`src/rtl/wmfp_pkg.sv`:
```
// ----------------------------------------------------------------------------
// wmfp_pkg
// shared types and constants of the monitor-mode frame parser
// ----------------------------------------------------------------------------
package wmfp_pkg;

   localparam int RT_MIN_BYTES = 38;
   localparam int POS_FREQ = 26;
   localparam int POS_SIG = 30;
   localparam int POS_FC = 38;
   localparam int HDR_MIN_BYTES = 62;

   localparam logic [2:0] ST_NONE = 3'd0;
   localparam logic [2:0] ST_NAMED = 3'd1;
   localparam logic [2:0] ST_BCAST = 3'd2;
   localparam logic [2:0] ST_HIDDEN = 3'd3;
   localparam logic [2:0] ST_CRYPT = 3'd4;
   localparam logic [2:0] ST_HSHAKE = 3'd5;

   localparam logic RK_SUMMARY = 1'b0;
   localparam logic RK_SSID = 1'b1;

   // last member sits in the lowest bits
   typedef struct packed {
      logic [5:0]  ssid_len;
      logic [2:0]  ssid_status;
      logic [5:0]  frame_code;
      logic        header_valid;
      logic [47:0] src_mac;
      logic [47:0] dst_mac;
      logic [7:0]  rssi_dbm;
      logic [9:0]  channel;
      logic        is_monitor;
   } summary_type;

   // floor(x / 5) by reciprocal multiply, exact over the 16-bit range
   function automatic logic [15:0] div5(input logic [15:0] x);
      logic [31:0] p;
      begin
         p = 32'(x) * 32'd52429;
         return {2'b00, p[31:18]};
      end
   endfunction

   // frequency to channel, truncating division by 5
   function automatic logic [9:0] freq_to_channel(input logic [15:0] f);
      logic [15:0] d;
      logic [9:0]  q;
      begin
         d = '0;
         q = '0;
         if (f < 16'd2400 || f > 16'd6000) begin
            q = '0;
         end else if (f == 16'd2484) begin
            q = 10'd14;
         end else if (f < 16'd2484) begin
            if (f < 16'd2407) begin
               d = div5(16'd2407 - f);
               q = -d[9:0];
            end else begin
               d = div5(f - 16'd2407);
               q = d[9:0];
            end
         end else if (f < 16'd5000) begin
            d = div5(16'd5000 - f);
            q = -d[9:0];
         end else begin
            d = div5(f - 16'd5000);
            q = d[9:0];
         end
         return q;
      end
   endfunction

endpackage

```
`src/rtl/wmfp_ssid_mem.sv`:
```
// ----------------------------------------------------------------------------
// wmfp_ssid_mem
// ssid byte store, one write and one registered read port
// ----------------------------------------------------------------------------
module wmfp_ssid_mem import wmfp_pkg::*; #(
   parameter int DEPTH = 32
) (
   input  logic                     clock,
   input  logic                     wr_en,
   input  logic [$clog2(DEPTH)-1:0] wr_addr,
   input  logic [7:0]               wr_data,
   input  logic [$clog2(DEPTH)-1:0] rd_addr,
   output logic [7:0]               rd_data
);
   logic [7:0] mem [DEPTH];
   logic [7:0] rd_data_ff;

   always_ff @(posedge clock) begin
      if (wr_en) begin
         mem[wr_addr] <= wr_data;
      end
      rd_data_ff <= mem[rd_addr];
   end

   assign rd_data = rd_data_ff;
endmodule

```
`src/rtl/wifi_monitor_frame_parser_unit.sv`:
```
// ----------------------------------------------------------------------------
// wifi_monitor_frame_parser_unit
// radiotap / 802.11 frame parser emitting a summary and the ssid bytes
// ----------------------------------------------------------------------------
// the request stream carries one frame byte per beat, tlast on the final
// byte. the response stream gives one summary beat per frame followed by
// ssid_len ssid beats, tlast on the final beat of the frame.
// bytes are taken one per cycle while the block is collecting a frame.
// after the last byte the block stops taking bytes and replays the frame:
// a summary beat, then one ssid beat per cycle while the response register
// is free, each ssid byte coming from the store through its registered read
// port. the request side stays closed until the last beat of the frame is
// loaded into the response register.
// the response register holds its beat while rsp_tready is low; the next
// record waits until the register is free.
// reset clears all parse state and empties the response register; the
// ssid store is not cleared, a byte is only read after it was written.
// ----------------------------------------------------------------------------
module wifi_monitor_frame_parser_unit import wmfp_pkg::*; #(
   parameter int MAX_FRAME_BYTES = 4096,
   parameter int SSID_MAX = 32
) (
   input  logic         clock,
   input  logic         reset,
   input  logic         req_tvalid,
   output logic         req_tready,
   input  logic [7:0]   req_tdata,   // data_byte
   input  logic         req_tlast,   // last_byte
   output logic         rsp_tvalid,
   input  logic         rsp_tready,
   output logic [143:0] rsp_tdata,   // is_monitor, channel, rssi_dbm, dst_mac,
                                     // src_mac, header_valid, frame_code,
                                     // ssid_status, ssid_len, ssid_byte, pad
   output logic         rsp_tuser,   // record_kind
   output logic         rsp_tlast    // last_of_run
);
   localparam int AW = (SSID_MAX > 1) ? $clog2(SSID_MAX) : 1;

   typedef enum logic [1:0] {S_COLLECT, S_SUMMARY, S_SSID} state_type;
   typedef enum logic [1:0] {PH_IDLE, PH_ID, PH_LEN} phase_type;

   state_type   state_ff;
   phase_type   phase_ff;
   logic [15:0] pos_ff;
   logic        fbz_ff;
   logic [15:0] rtlen_ff, freq_ff, ntag_ff, tagend_ff;
   logic [7:0]  sig_ff, fc_ff, tagid_ff, taglen_ff;
   logic [47:0] da_ff, sa_ff;
   logic        found_ff;
   logic [3:0]  llc_ff;
   summary_type sum_ff;
   logic [5:0]  k_ff;
   logic        rd_pend_ff;

   logic        ov_ff, ok_ff, last_ff;
   summary_type ov_sum_ff;
   logic [7:0]  ov_byte_ff;

   logic        take, wr_en, adv;
   logic [AW-1:0] wr_addr, rd_addr;
   logic [7:0]  rd_data;
   logic [1:0]  ftype, ftype_c;
   logic [3:0]  fsub, fsub_c;
   logic [15:0] base, start, off, n;
   logic [7:0]  clen;
   logic        mon, hdr, walk;
   summary_type sum_in;

   assign req_tready = (state_ff == S_COLLECT);
   assign take = req_tvalid && req_tready;

   assign ftype = fc_ff[3:2];
   assign fsub = fc_ff[7:4];
   assign ftype_c = (pos_ff == 16'(POS_FC)) ? req_tdata[3:2] : ftype;
   assign fsub_c = (pos_ff == 16'(POS_FC)) ? req_tdata[7:4] : fsub;
   assign base = 16'(POS_FC) + ((fsub_c[3]) ? 16'd26 : 16'd24);
   assign clen = (taglen_ff < 8'(SSID_MAX)) ? taglen_ff : 8'(SSID_MAX);
   assign start = tagend_ff - 16'(taglen_ff);
   assign off = pos_ff - start;
   assign wr_en = take && (pos_ff < 16'(MAX_FRAME_BYTES)) && found_ff
                  && (pos_ff >= start) && (off < 16'(clen));
   assign wr_addr = off[AW-1:0];

   // read address follows the index the next ssid beat will use
   assign adv = rd_pend_ff && (!ov_ff || rsp_tready);
   assign rd_addr = (state_ff == S_SSID) ? (adv ? AW'(k_ff + 6'd1) : AW'(k_ff)) : '0;

   wmfp_ssid_mem #(.DEPTH(2 ** AW)) u_mem (
      .clock, .wr_en, .wr_addr, .wr_data(req_tdata), .rd_addr, .rd_data
   );

   // summary from the finished frame (pos_ff holds the frame size)
   always_comb begin
      n = pos_ff;
      mon = (n >= 16'(RT_MIN_BYTES)) && fbz_ff && (rtlen_ff != 16'd0)
            && (rtlen_ff < 16'd256) && (rtlen_ff <= n);
      hdr = mon && (n > 16'(HDR_MIN_BYTES));
      walk = (ftype == 2'd0) && (fsub == 4'd8 || fsub == 4'd5 || fsub == 4'd4);
      sum_in = '0;
      if (mon) begin
         sum_in.is_monitor = 1'b1;
         sum_in.channel = freq_to_channel(freq_ff);
         sum_in.rssi_dbm = sig_ff;
      end
      if (hdr) begin
         sum_in.header_valid = 1'b1;
         sum_in.dst_mac = da_ff;
         sum_in.src_mac = sa_ff;
         sum_in.frame_code = {ftype, fsub};
         if (walk && found_ff && tagend_ff <= n) begin
            sum_in.ssid_len = clen[5:0];
            sum_in.ssid_status = (clen != 8'd0) ? ST_NAMED
                                 : ((fsub == 4'd4) ? ST_BCAST : ST_HIDDEN);
         end else if (ftype == 2'd2) begin
            sum_in.ssid_status = (16'(POS_FC) + ((fsub[3]) ? 16'd34 : 16'd32) <= n
                                  && llc_ff == 4'hF) ? ST_HSHAKE : ST_CRYPT;
         end
      end
   end

   always_ff @(posedge clock) begin
      if (reset) begin
         state_ff <= S_COLLECT;
         phase_ff <= PH_IDLE;
         pos_ff <= '0; fbz_ff <= 1'b0; rtlen_ff <= '0; freq_ff <= '0;
         sig_ff <= '0; fc_ff <= '0; da_ff <= '0; sa_ff <= '0;
         ntag_ff <= '0; tagid_ff <= '0; taglen_ff <= '0; tagend_ff <= '0;
         found_ff <= 1'b0; llc_ff <= '0; k_ff <= '0; rd_pend_ff <= 1'b0;
         ov_ff <= 1'b0;
      end else begin
         if (ov_ff && rsp_tready) begin
            ov_ff <= 1'b0;
         end
         rd_pend_ff <= 1'b0;
         case (state_ff)
            S_COLLECT: begin
               if (take) begin
                  if (pos_ff < 16'(MAX_FRAME_BYTES)) begin
                     pos_ff <= pos_ff + 16'd1;
                     if (pos_ff == 16'd0) fbz_ff <= (req_tdata == 8'd0);
                     if (pos_ff == 16'd2) rtlen_ff[7:0] <= req_tdata;
                     if (pos_ff == 16'd3) rtlen_ff[15:8] <= req_tdata;
                     if (pos_ff == 16'(POS_FREQ)) freq_ff[7:0] <= req_tdata;
                     if (pos_ff == 16'(POS_FREQ + 1)) freq_ff[15:8] <= req_tdata;
                     if (pos_ff == 16'(POS_SIG)) sig_ff <= req_tdata;
                     if (pos_ff >= 16'd42 && pos_ff <= 16'd47)
                        da_ff <= {da_ff[39:0], req_tdata};
                     if (pos_ff >= 16'd48 && pos_ff <= 16'd53)
                        sa_ff <= {sa_ff[39:0], req_tdata};
                     if (pos_ff > 16'(POS_FC) && ftype_c == 2'd2) begin
                        if (pos_ff == base && req_tdata == 8'hAA) llc_ff[0] <= 1'b1;
                        if (pos_ff == base + 16'd1 && req_tdata == 8'hAA)
                           llc_ff[1] <= 1'b1;
                        if (pos_ff == base + 16'd6 && req_tdata == 8'h88)
                           llc_ff[2] <= 1'b1;
                        if (pos_ff == base + 16'd7 && req_tdata == 8'h8E)
                           llc_ff[3] <= 1'b1;
                     end
                     if (pos_ff == 16'(POS_FC)) begin
                        fc_ff <= req_tdata;
                        if (req_tdata[3:2] == 2'd0 && (req_tdata[7:4] == 4'd8
                            || req_tdata[7:4] == 4'd5 || req_tdata[7:4] == 4'd4)) begin
                           ntag_ff <= (req_tdata[7:4] == 4'd4) ? 16'd62 : 16'd74;
                           phase_ff <= PH_ID;
                        end
                     end else if (phase_ff == PH_ID && pos_ff == ntag_ff) begin
                        tagid_ff <= req_tdata;
                        phase_ff <= PH_LEN;
                     end else if (phase_ff == PH_LEN) begin
                        taglen_ff <= req_tdata;
                        if (tagid_ff == 8'd0) begin
                           found_ff <= 1'b1;
                           tagend_ff <= pos_ff + 16'd1 + 16'(req_tdata);
                           phase_ff <= PH_IDLE;
                        end else begin
                           ntag_ff <= pos_ff + 16'd1 + 16'(req_tdata);
                           phase_ff <= PH_ID;
                        end
                     end
                  end
                  if (req_tlast) state_ff <= S_SUMMARY;
               end
            end
            S_SUMMARY: begin
               if (!ov_ff || rsp_tready) begin
                  ov_ff <= 1'b1;
                  ok_ff <= RK_SUMMARY;
                  ov_sum_ff <= sum_in;
                  ov_byte_ff <= '0;
                  last_ff <= (sum_in.ssid_len == 6'd0);
                  sum_ff <= sum_in;
                  k_ff <= '0;
                  pos_ff <= '0; fbz_ff <= 1'b0; rtlen_ff <= '0; freq_ff <= '0;
                  sig_ff <= '0; fc_ff <= '0; da_ff <= '0; sa_ff <= '0;
                  ntag_ff <= '0; tagid_ff <= '0; taglen_ff <= '0;
                  tagend_ff <= '0; found_ff <= 1'b0; llc_ff <= '0;
                  phase_ff <= PH_IDLE;
                  if (sum_in.ssid_len == 6'd0) begin
                     state_ff <= S_COLLECT;
                  end else begin
                     state_ff <= S_SSID;
                     rd_pend_ff <= 1'b1;
                  end
               end
            end
            S_SSID: begin
               // rd_data holds the entry for k_ff
               if (rd_pend_ff) begin
                  if (!ov_ff || rsp_tready) begin
                     ov_ff <= 1'b1;
                     ok_ff <= RK_SSID;
                     ov_sum_ff <= sum_ff;
                     ov_byte_ff <= rd_data;
                     last_ff <= (k_ff + 6'd1 == sum_ff.ssid_len);
                     k_ff <= k_ff + 6'd1;
                     if (k_ff + 6'd1 == sum_ff.ssid_len) begin
                        state_ff <= S_COLLECT;
                     end else begin
                        rd_pend_ff <= 1'b1;
                     end
                  end else begin
                     rd_pend_ff <= 1'b1;
                  end
               end else begin
                  rd_pend_ff <= 1'b1;
               end
            end
            default: state_ff <= S_COLLECT;
         endcase
      end
   end

   assign rsp_tvalid = ov_ff;
   assign rsp_tuser = ok_ff;
   assign rsp_tlast = last_ff;
   assign rsp_tdata = {5'b0, ov_byte_ff, ov_sum_ff};
endmodule

```
`config.mk`:
```
export PLATFORM = sky130hd
export DESIGN_NAME = wifi_monitor_frame_parser_unit
export DESIGN_NICKNAME = d
export VERILOG_FILES = /design/src/rtl/wmfp_pkg.sv /design/src/rtl/wmfp_ssid_mem.sv /design/src/rtl/wifi_monitor_frame_parser_unit.sv
export SDC_FILE = /design/constraint.sdc
export NUM_CORES = 2
export LEC_CHECK = 0
export CAP_MARGIN = 20
export CORE_AREA = 2 2 347 349
export DETAILED_ROUTE_END_ITERATION = 7
export DIE_AREA = 0 0 349 351
export DONT_BUFFER_PORTS = 1
export MAX_ROUTING_LAYER = met4
export PLACE_DENSITY = 0.56
export SLEW_MARGIN = 20
export SYNTH_ARGS = -nofsm -noshare
export SYNTH_HDL_FRONTEND = slang
export SYNTH_SLANG_ARGS = --single-unit
```
`constraint.sdc`:
```
create_clock -name clock -period 11.5 [get_ports clock]
set_input_delay 1.725 -clock clock [delete_from_list [all_inputs] [get_ports clock]]
set_output_delay 1.725 -clock clock [all_outputs]
set_load 0.01 [all_outputs]
```
# [Word-level counts from Yosys, hierarchy flattened]
# Memory sizes are Yosys's and may differ from the RTL's. A register that Yosys moved wholly into a read port is not among the register bits.
# Index checks and enable logic that the tools add are counted.
[word_totals] reg_bits=498 mem_bits_rw=256 out_inout_bits=148 elab_cells=360 n_memories=1
[op_classes] add_sub_neg=16 multipliers=4 n_lt_le_gt_ge=20 n_eq_ne=60 mux=147 bitwise=1 n_reduce_logical=66
[memory_table] memory="u_mem.mem" depth=32 word_bits=8 rd=1 rd_clocked_by_memory_dff=1 write_ports=1 line_no="wmfp_ssid_mem.sv:15" source="logic [7:0] mem [DEPTH];"
[ops] op="131-bit two-way mux" count=3
[ops] op="48-bit two-way mux" count=7
[ops] op="16-bit two-way mux" count=20
[ops] op="131-bit one-hot mux with 2 select lines" count=1
[ops] op="48-bit one-hot mux with 2 select lines" count=2
[ops] op="8-bit two-way mux" count=23
[ops] op="16-bit one-hot mux with 2 select lines" count=5
[ops] op="16-bit by 16-bit multiplier with 28-bit output (second input constant)" count=4
[ops] op="112-bit two-way mux" count=1
[ops] op="8-bit one-hot mux with 2 select lines" count=5
[ops] op="10-bit two-way mux" count=5
[ops] op="5-bit AND reduction" count=10
[ops] op="16-bit by 5-bit equality test with 1-bit output (second input constant)" count=3
[ops] op="16-bit by 8-bit equality test with 1-bit output" count=3
[ops] op="16-bit by 6-bit greater-or-equal comparator with 1-bit output (second input constant)" count=3
[ops] op="16-bit by 12-bit < comparator with 1-bit output (second input constant)" count=3
[ops] op="2-bit by 1-bit inequality test with 1-bit output (second input constant)" count=21
[ops] op="6-bit AND reduction" count=7
[ops] op="2-bit two-way mux" count=18
[ops] op="16-bit by 2-bit equality test with 1-bit output (second input constant)" count=2
[ops] op="16-bit by 6-bit greater-than comparator with 1-bit output (second input constant)" count=2
[ops] op="16-bit <= comparator" count=2
[ops] op="16-bit by 6-bit <= comparator with 1-bit output (second input constant)" count=2
[ops] op="16-bit by 13-bit < comparator with 1-bit output (second input constant)" count=2
[ops] op="62 further kinds" count=160

# [Longest topological paths before layout]
[depth] word_depth=12 ltp_mapped=34

# [By module]
# A second synthesis with hierarchy kept.
[hier_totals] hier_cells=4378 hier_area_um2=50569.8
[modules_own_cells] module="wifi_monitor_frame_parser_unit" n_inst=1 cells_per_inst=3961 area_per_inst_um2=40516.4 seq_area_each_um2=12652.1
[modules_own_cells] module="wmfp_ssid_mem" n_inst=1 cells_per_inst=417 area_per_inst_um2=10053.4 seq_area_each_um2=7847.5

# [Least setup slack after synthesis]
# Ideal clock, no wire load.
[synth_timing] path_kind="input -> register" startpoint="in reset" endpoint="reg sum_ff[0] (netlist name), enable pin" setup_ns=0.784 t_arrival_ns=10.907 t_required_ns=10.716 slack_ns=-0.191 path_stages=2 path_buffers=1 path_cell_list="clkbuf_1 nor3_1"
[synth_via] elab_chain_cells=2
[synth_rtl] item="from (decl)" line_no="wifi_monitor_frame_parser_unit.sv:24" source="input logic reset,"
[synth_rtl] item="1-bit inverter (no source line)"
[synth_rtl] item="3-bit AND reduction (no source line)"
[synth_rtl] item="to (signal assigned)" line_no="wifi_monitor_frame_parser_unit.sv:191" source="sum_ff <= sum_in;"
[synth_rtl] item="to (decl)" line_no="wifi_monitor_frame_parser_unit.sv:51" source="summary_type sum_ff;"
# No other way between the ends.
# A chain may end at the register's enable or synchronous reset.

# [Final worst setup path]
[layout_timing] startpoint="reg freq_ff[4]" endpoint="reg ov_sum_ff (netlist bit rsp_tdata[5]) (data pin)"
[layout_via] elab_chain_cells=10 elab_cells_between_ends=25 classes_between="add/sub (6); mul (4); order compare (5); eq/ne (1); mux (8); reduce/logical (1)"
[layout_rtl] item="from (decl)" line_no="wifi_monitor_frame_parser_unit.sv:46" source="logic [15:0] rtlen_ff, freq_ff, ntag_ff, tagend_ff;"
[layout_rtl] item="from (signal assigned)" line_no="wifi_monitor_frame_parser_unit.sv:143" source="if (pos_ff == 16'(POS_FREQ)) freq_ff[7:0] <= req_tdata;"
[layout_rtl] item="13-bit by 16-bit subtractor with 16-bit output / 12-bit by 16-bit subtractor with 16-bit output (equally long branches)" line_no="wmfp_pkg.sv:65, wmfp_pkg.sv:58"
[layout_rtl] item="16-bit by 16-bit multiplier with 28-bit output" line_no="wmfp_pkg.sv:40" source="p = 32'(x) * 32'd52429;"
[layout_rtl] item="10-bit negator (on tied branches)" line_no="wmfp_pkg.sv:66, wmfp_pkg.sv:59"
[layout_rtl] item="10-bit two-way mux (on tied branches)" line_no="wmfp_pkg.sv:64, wmfp_pkg.sv:57"
[layout_rtl] item="10-bit two-way mux" line_no="wmfp_pkg.sv:56" source="end else if (f < 16'd2484) begin"
[layout_rtl] item="10-bit two-way mux" line_no="wmfp_pkg.sv:54" source="end else if (f == 16'd2484) begin"
[layout_rtl] item="10-bit two-way mux *" line_no="wmfp_pkg.sv:52" source="if (f < 16'd2400 || f > 16'd6000) begin"
[layout_rtl] item="19-bit two-way mux *" line_no="wifi_monitor_frame_parser_unit.sv:100" source="if (mon) begin"
[layout_rtl] item="131-bit two-way mux *" line_no="wifi_monitor_frame_parser_unit.sv:185" source="if (!ov_ff || rsp_tready) begin"
[layout_rtl] item="131-bit one-hot mux with 2 select lines *" line_no="wifi_monitor_frame_parser_unit.sv:135" source="case (state_ff)"
[layout_rtl] item="to (signal assigned)" line_no="wifi_monitor_frame_parser_unit.sv:188" source="ov_sum_ff <= sum_in;"
[layout_rtl] item="to (signal assigned)" line_no="wifi_monitor_frame_parser_unit.sv:212" source="ov_sum_ff <= sum_ff;"
[layout_rtl] item="to (decl)" line_no="wifi_monitor_frame_parser_unit.sv:56" source="summary_type ov_sum_ff;"
# Mark *: on every way between the ends. The rest lies on a longest branch, timed or not. The select of a mux whose other input is x is not followed.

==> results.tsv <==
metric	value	unit
die_h	351	um
synth_top_area_share	31.3	%
rows	127	
min_to	phase_ff[1]$_SDFFE_PP0P_	
max_slew_margin	26.3	%
p_leak	0.0234	uW
status	complete, no violations	
hold_start	phase_ff[1]$_SDFFE_PP0P_	
synth_ff_type	edfxtp_1	
grt_overflow_total	0	
first_global_vias	33100	
hold_buffers	0	
finClkSkew	0.0487	ns
drive_above_1_share	9.71	%
period_needed	9.43	ns
stdcell_count	6090	
core	119000	sq um
initial_core_util	42.5	%
yosys_warnings	0	
clk_pin_slew	0.06	ns
rsz0062_at_grt	no	
r2r_end	rsp_tdata[5]$_DFFE_PP_	
antenna_cells	0	
setup_violations	0	
cts_root_buf	clkbuf_16	
synthArstFlopShare	0	%
grt_pass1_wl	205000	um
cpPeakStageDelay	0.84	ns
hold_path.class	flop to flop	
synth_top_area_cell	edfxtp_1	
drc	0	
viasPerCell	5.39	
finalNetCount	5316	
dp_cells	5929	
r2r_cells	32	
drt-pass1-iter-count	5	
wirelength	133000	um
cap_violations	0	
whs	0.466	ns
tritoncts	yes	
track_usage	22.4	%
yosys-top-cells-area	edfxtp_1 31%, fa_1 13%, ha_1 13%	
post-route-period-util	82.0	%
hold_depth	2	
peakVddDrop	0.264	mV
cts_htree_levels	3	
ant_nets	0	
clock_sinks	760	
tightest_slew	1.11	ns
die_area	122000	sq um
wire_per_inst	21.8	um
via_count	32800	
dp_hpwl	96100	um
rr_startpoint	freq_ff[4]$_SDFFE_PP0P_	
cts_resized	0	
final_max_slew_viol_count	0	
met1_usage	30.9	%
top_usage_layer	met2	
clk-insertion-delay-late	0.68	ns
seq_area_frac_synth	40.5	%
gr-usage-met3	2.99	%
crit_required	11.99	ns
synth_area	50600	sq um
p_total	12900	uW
start_kind	flop	
die_x	349	um
synth_cell_type_count	96	
postCtsSetupRepairBufs	0	
cts_buffer_depth	3	
place_area	52500	sq um
worst-setup-path-type	flop to flop	
cpMaxStageDelayCell	a311oi_1	
finalHoldViolCount	0	
syn_inst	4475	
cp_max_fo	10	
grt_util_met2	35.0	%
drtIter0Drc	2185	
place.port_buffers	0	
grt_max_degree	228	
cp_data_arrival_time	9.91	ns
cts_buffers	85	
crit_path_end_kind	flop	
fmax	0.106	GHz
syn_avg_cell_area	11.3	sq um
syn_to_final_growth	9.56	%
setup_tns	0	ns
cellPowerDensity	233	nW/um^2
antenna_found_initial	2	
final_area	55400	sq um
synth_edf_count	528	
boundaryPins	161	
gp_congestion	0.925	
r2r_slack	2.07	ns
synth-seq-cells	760	
-- cells in the mapped netlist (all sizes together) (6+ instances only) --
library cell	count
inv	614
edfxtp	528
ha	512
nor2	372
fa	322
dfxtp	232
nand2	193
a21oi	143
and2	138
clkbuf	129
xnor2	122
mux2	116
o21ai	107
a22oi	106
nor3	78
xor2	71
mux2i	69
nand3	69
mux4	64
buf	45
a21o	36
o21a	36
nor2b	31
nand4	28
nor4	25
o211ai	22
and3	20
nand2b	20
o31ai	20
or3	19
a211oi	18
a31oi	15
a21boi	12
or4	12
or2	10
o41ai	9
a311oi	8
nand3b	8
a2111oi	7
a211o	6
-- cell families (layout without fill, tap and decap cells) --
kind of cell / Yosys count / after routing / synth area share, %
AO/OA/AOI/OAI: 592 / 592 / 7.81
XOR/XNOR: 193 / 193 / 3.34
other: 2 / 7 / 0.0148
multiplexers: 249 / 249 / 6.80
buffers and inverters: 794 / 856 / 6.05
AND/OR/NAND/NOR: 1051 / 1051 / 10.1
flip-flops: 760 / 760 / 40.5
adder cells (fa/ha/maj): 834 / 834 / 25.4
-- sequential cells by signal, indices dropped and copies added (netlist names), 48 cells and up --
register / cells
da_ff: 48
rsp_tdata: 131
sa_ff: 48
sum_ff: 131
u_mem.mem: 256
-- cells in the final DEF (no fill, tap or decap), types with 116 or more instances in the layout --
cell | synthesis | final
dfxtp_1 | 232 | 232
mux2_2 | 116 | 116
ha_1 | 512 | 511
nor2_1 | 372 | 371
nand2_1 | 193 | 191
inv_1 | 614 | 613
a21oi_1 | 141 | 138
edfxtp_1 | 528 | 528
and2_1 | 137 | 137
fa_1 | 322 | 322
xnor2_1 | 122 | 122
-- critical path: cells and delay by family, from the launching register on --
family,cells,cell delay (ns)
simple gates,3,0.57
xor+xnor,4,1.14
flops,1,0.48
buf+inv,5,0.62
mux,1,0.07
compound gates,11,2.98
fa+ha+maj,8,3.35
-- metal layers --
metal	vias to the layer above	routed length [um]	share of wire, %
li1	15500	-	-
met1	16400	62000	47
met2	761	61600	46
met3	162	5920	4.5
met4	0	3350	2.5
met5	-	0	0
-- power breakdown --
| group | switching (uW) | internal [uW] |
|---|---|---|
| logic | 4260 | 2850 |
| registers | 33.6 | 2950 |
| clock network | 1200 | 1590 |
| total | 5500 | 7400 |
-- worst max-delay path by stage --
stage	start	to	slack, ns	cells past startpoint
after floorplan	reset	ov_byte_ff[0]$_SDFFCE_PN0P_	2.66	4
after global placement	freq_ff[3]$_SDFFE_PP0P_	rsp_tdata[5]$_DFFE_PP_	2.27	32
after detailed placement	freq_ff[4]$_SDFFE_PP0P_	rsp_tdata[5]$_DFFE_PP_	2.14	32
after CTS	freq_ff[4]$_SDFFE_PP0P_	rsp_tdata[5]$_DFFE_PP_	2.10	32
after global routing	freq_ff[4]$_SDFFE_PP0P_	rsp_tdata[5]$_DFFE_PP_	1.40	32
final	freq_ff[4]$_SDFFE_PP0P_	rsp_tdata[5]$_DFFE_PP_	2.07	32
-- final cells by class --
type	count	area, sq um
clock buffers	113	2330
clock inverters	47	564
fillers	10900	63600
inverters	618	2320
multi-input cells	2926	27200
flip-flops and latches	760	20500
well taps	1548	1940
repair buffers	78	627
-- metrics by stage --
| step | util (%) | setup slack (ns) |
|---|---|---|
| 2_1_floorplan | - | 2.66 |
| 3_3_place_gp | 44.1 | 2.27 |
| 3_5_place_dp | 44.1 | 2.14 |
| 4_1_cts | 46.6 | 2.10 |
| 5_1_grt | 46.6 | 1.40 |
| 6_report | 46.6 | 2.07 |
No activity file was read; power rests on OpenSTA's default activity.
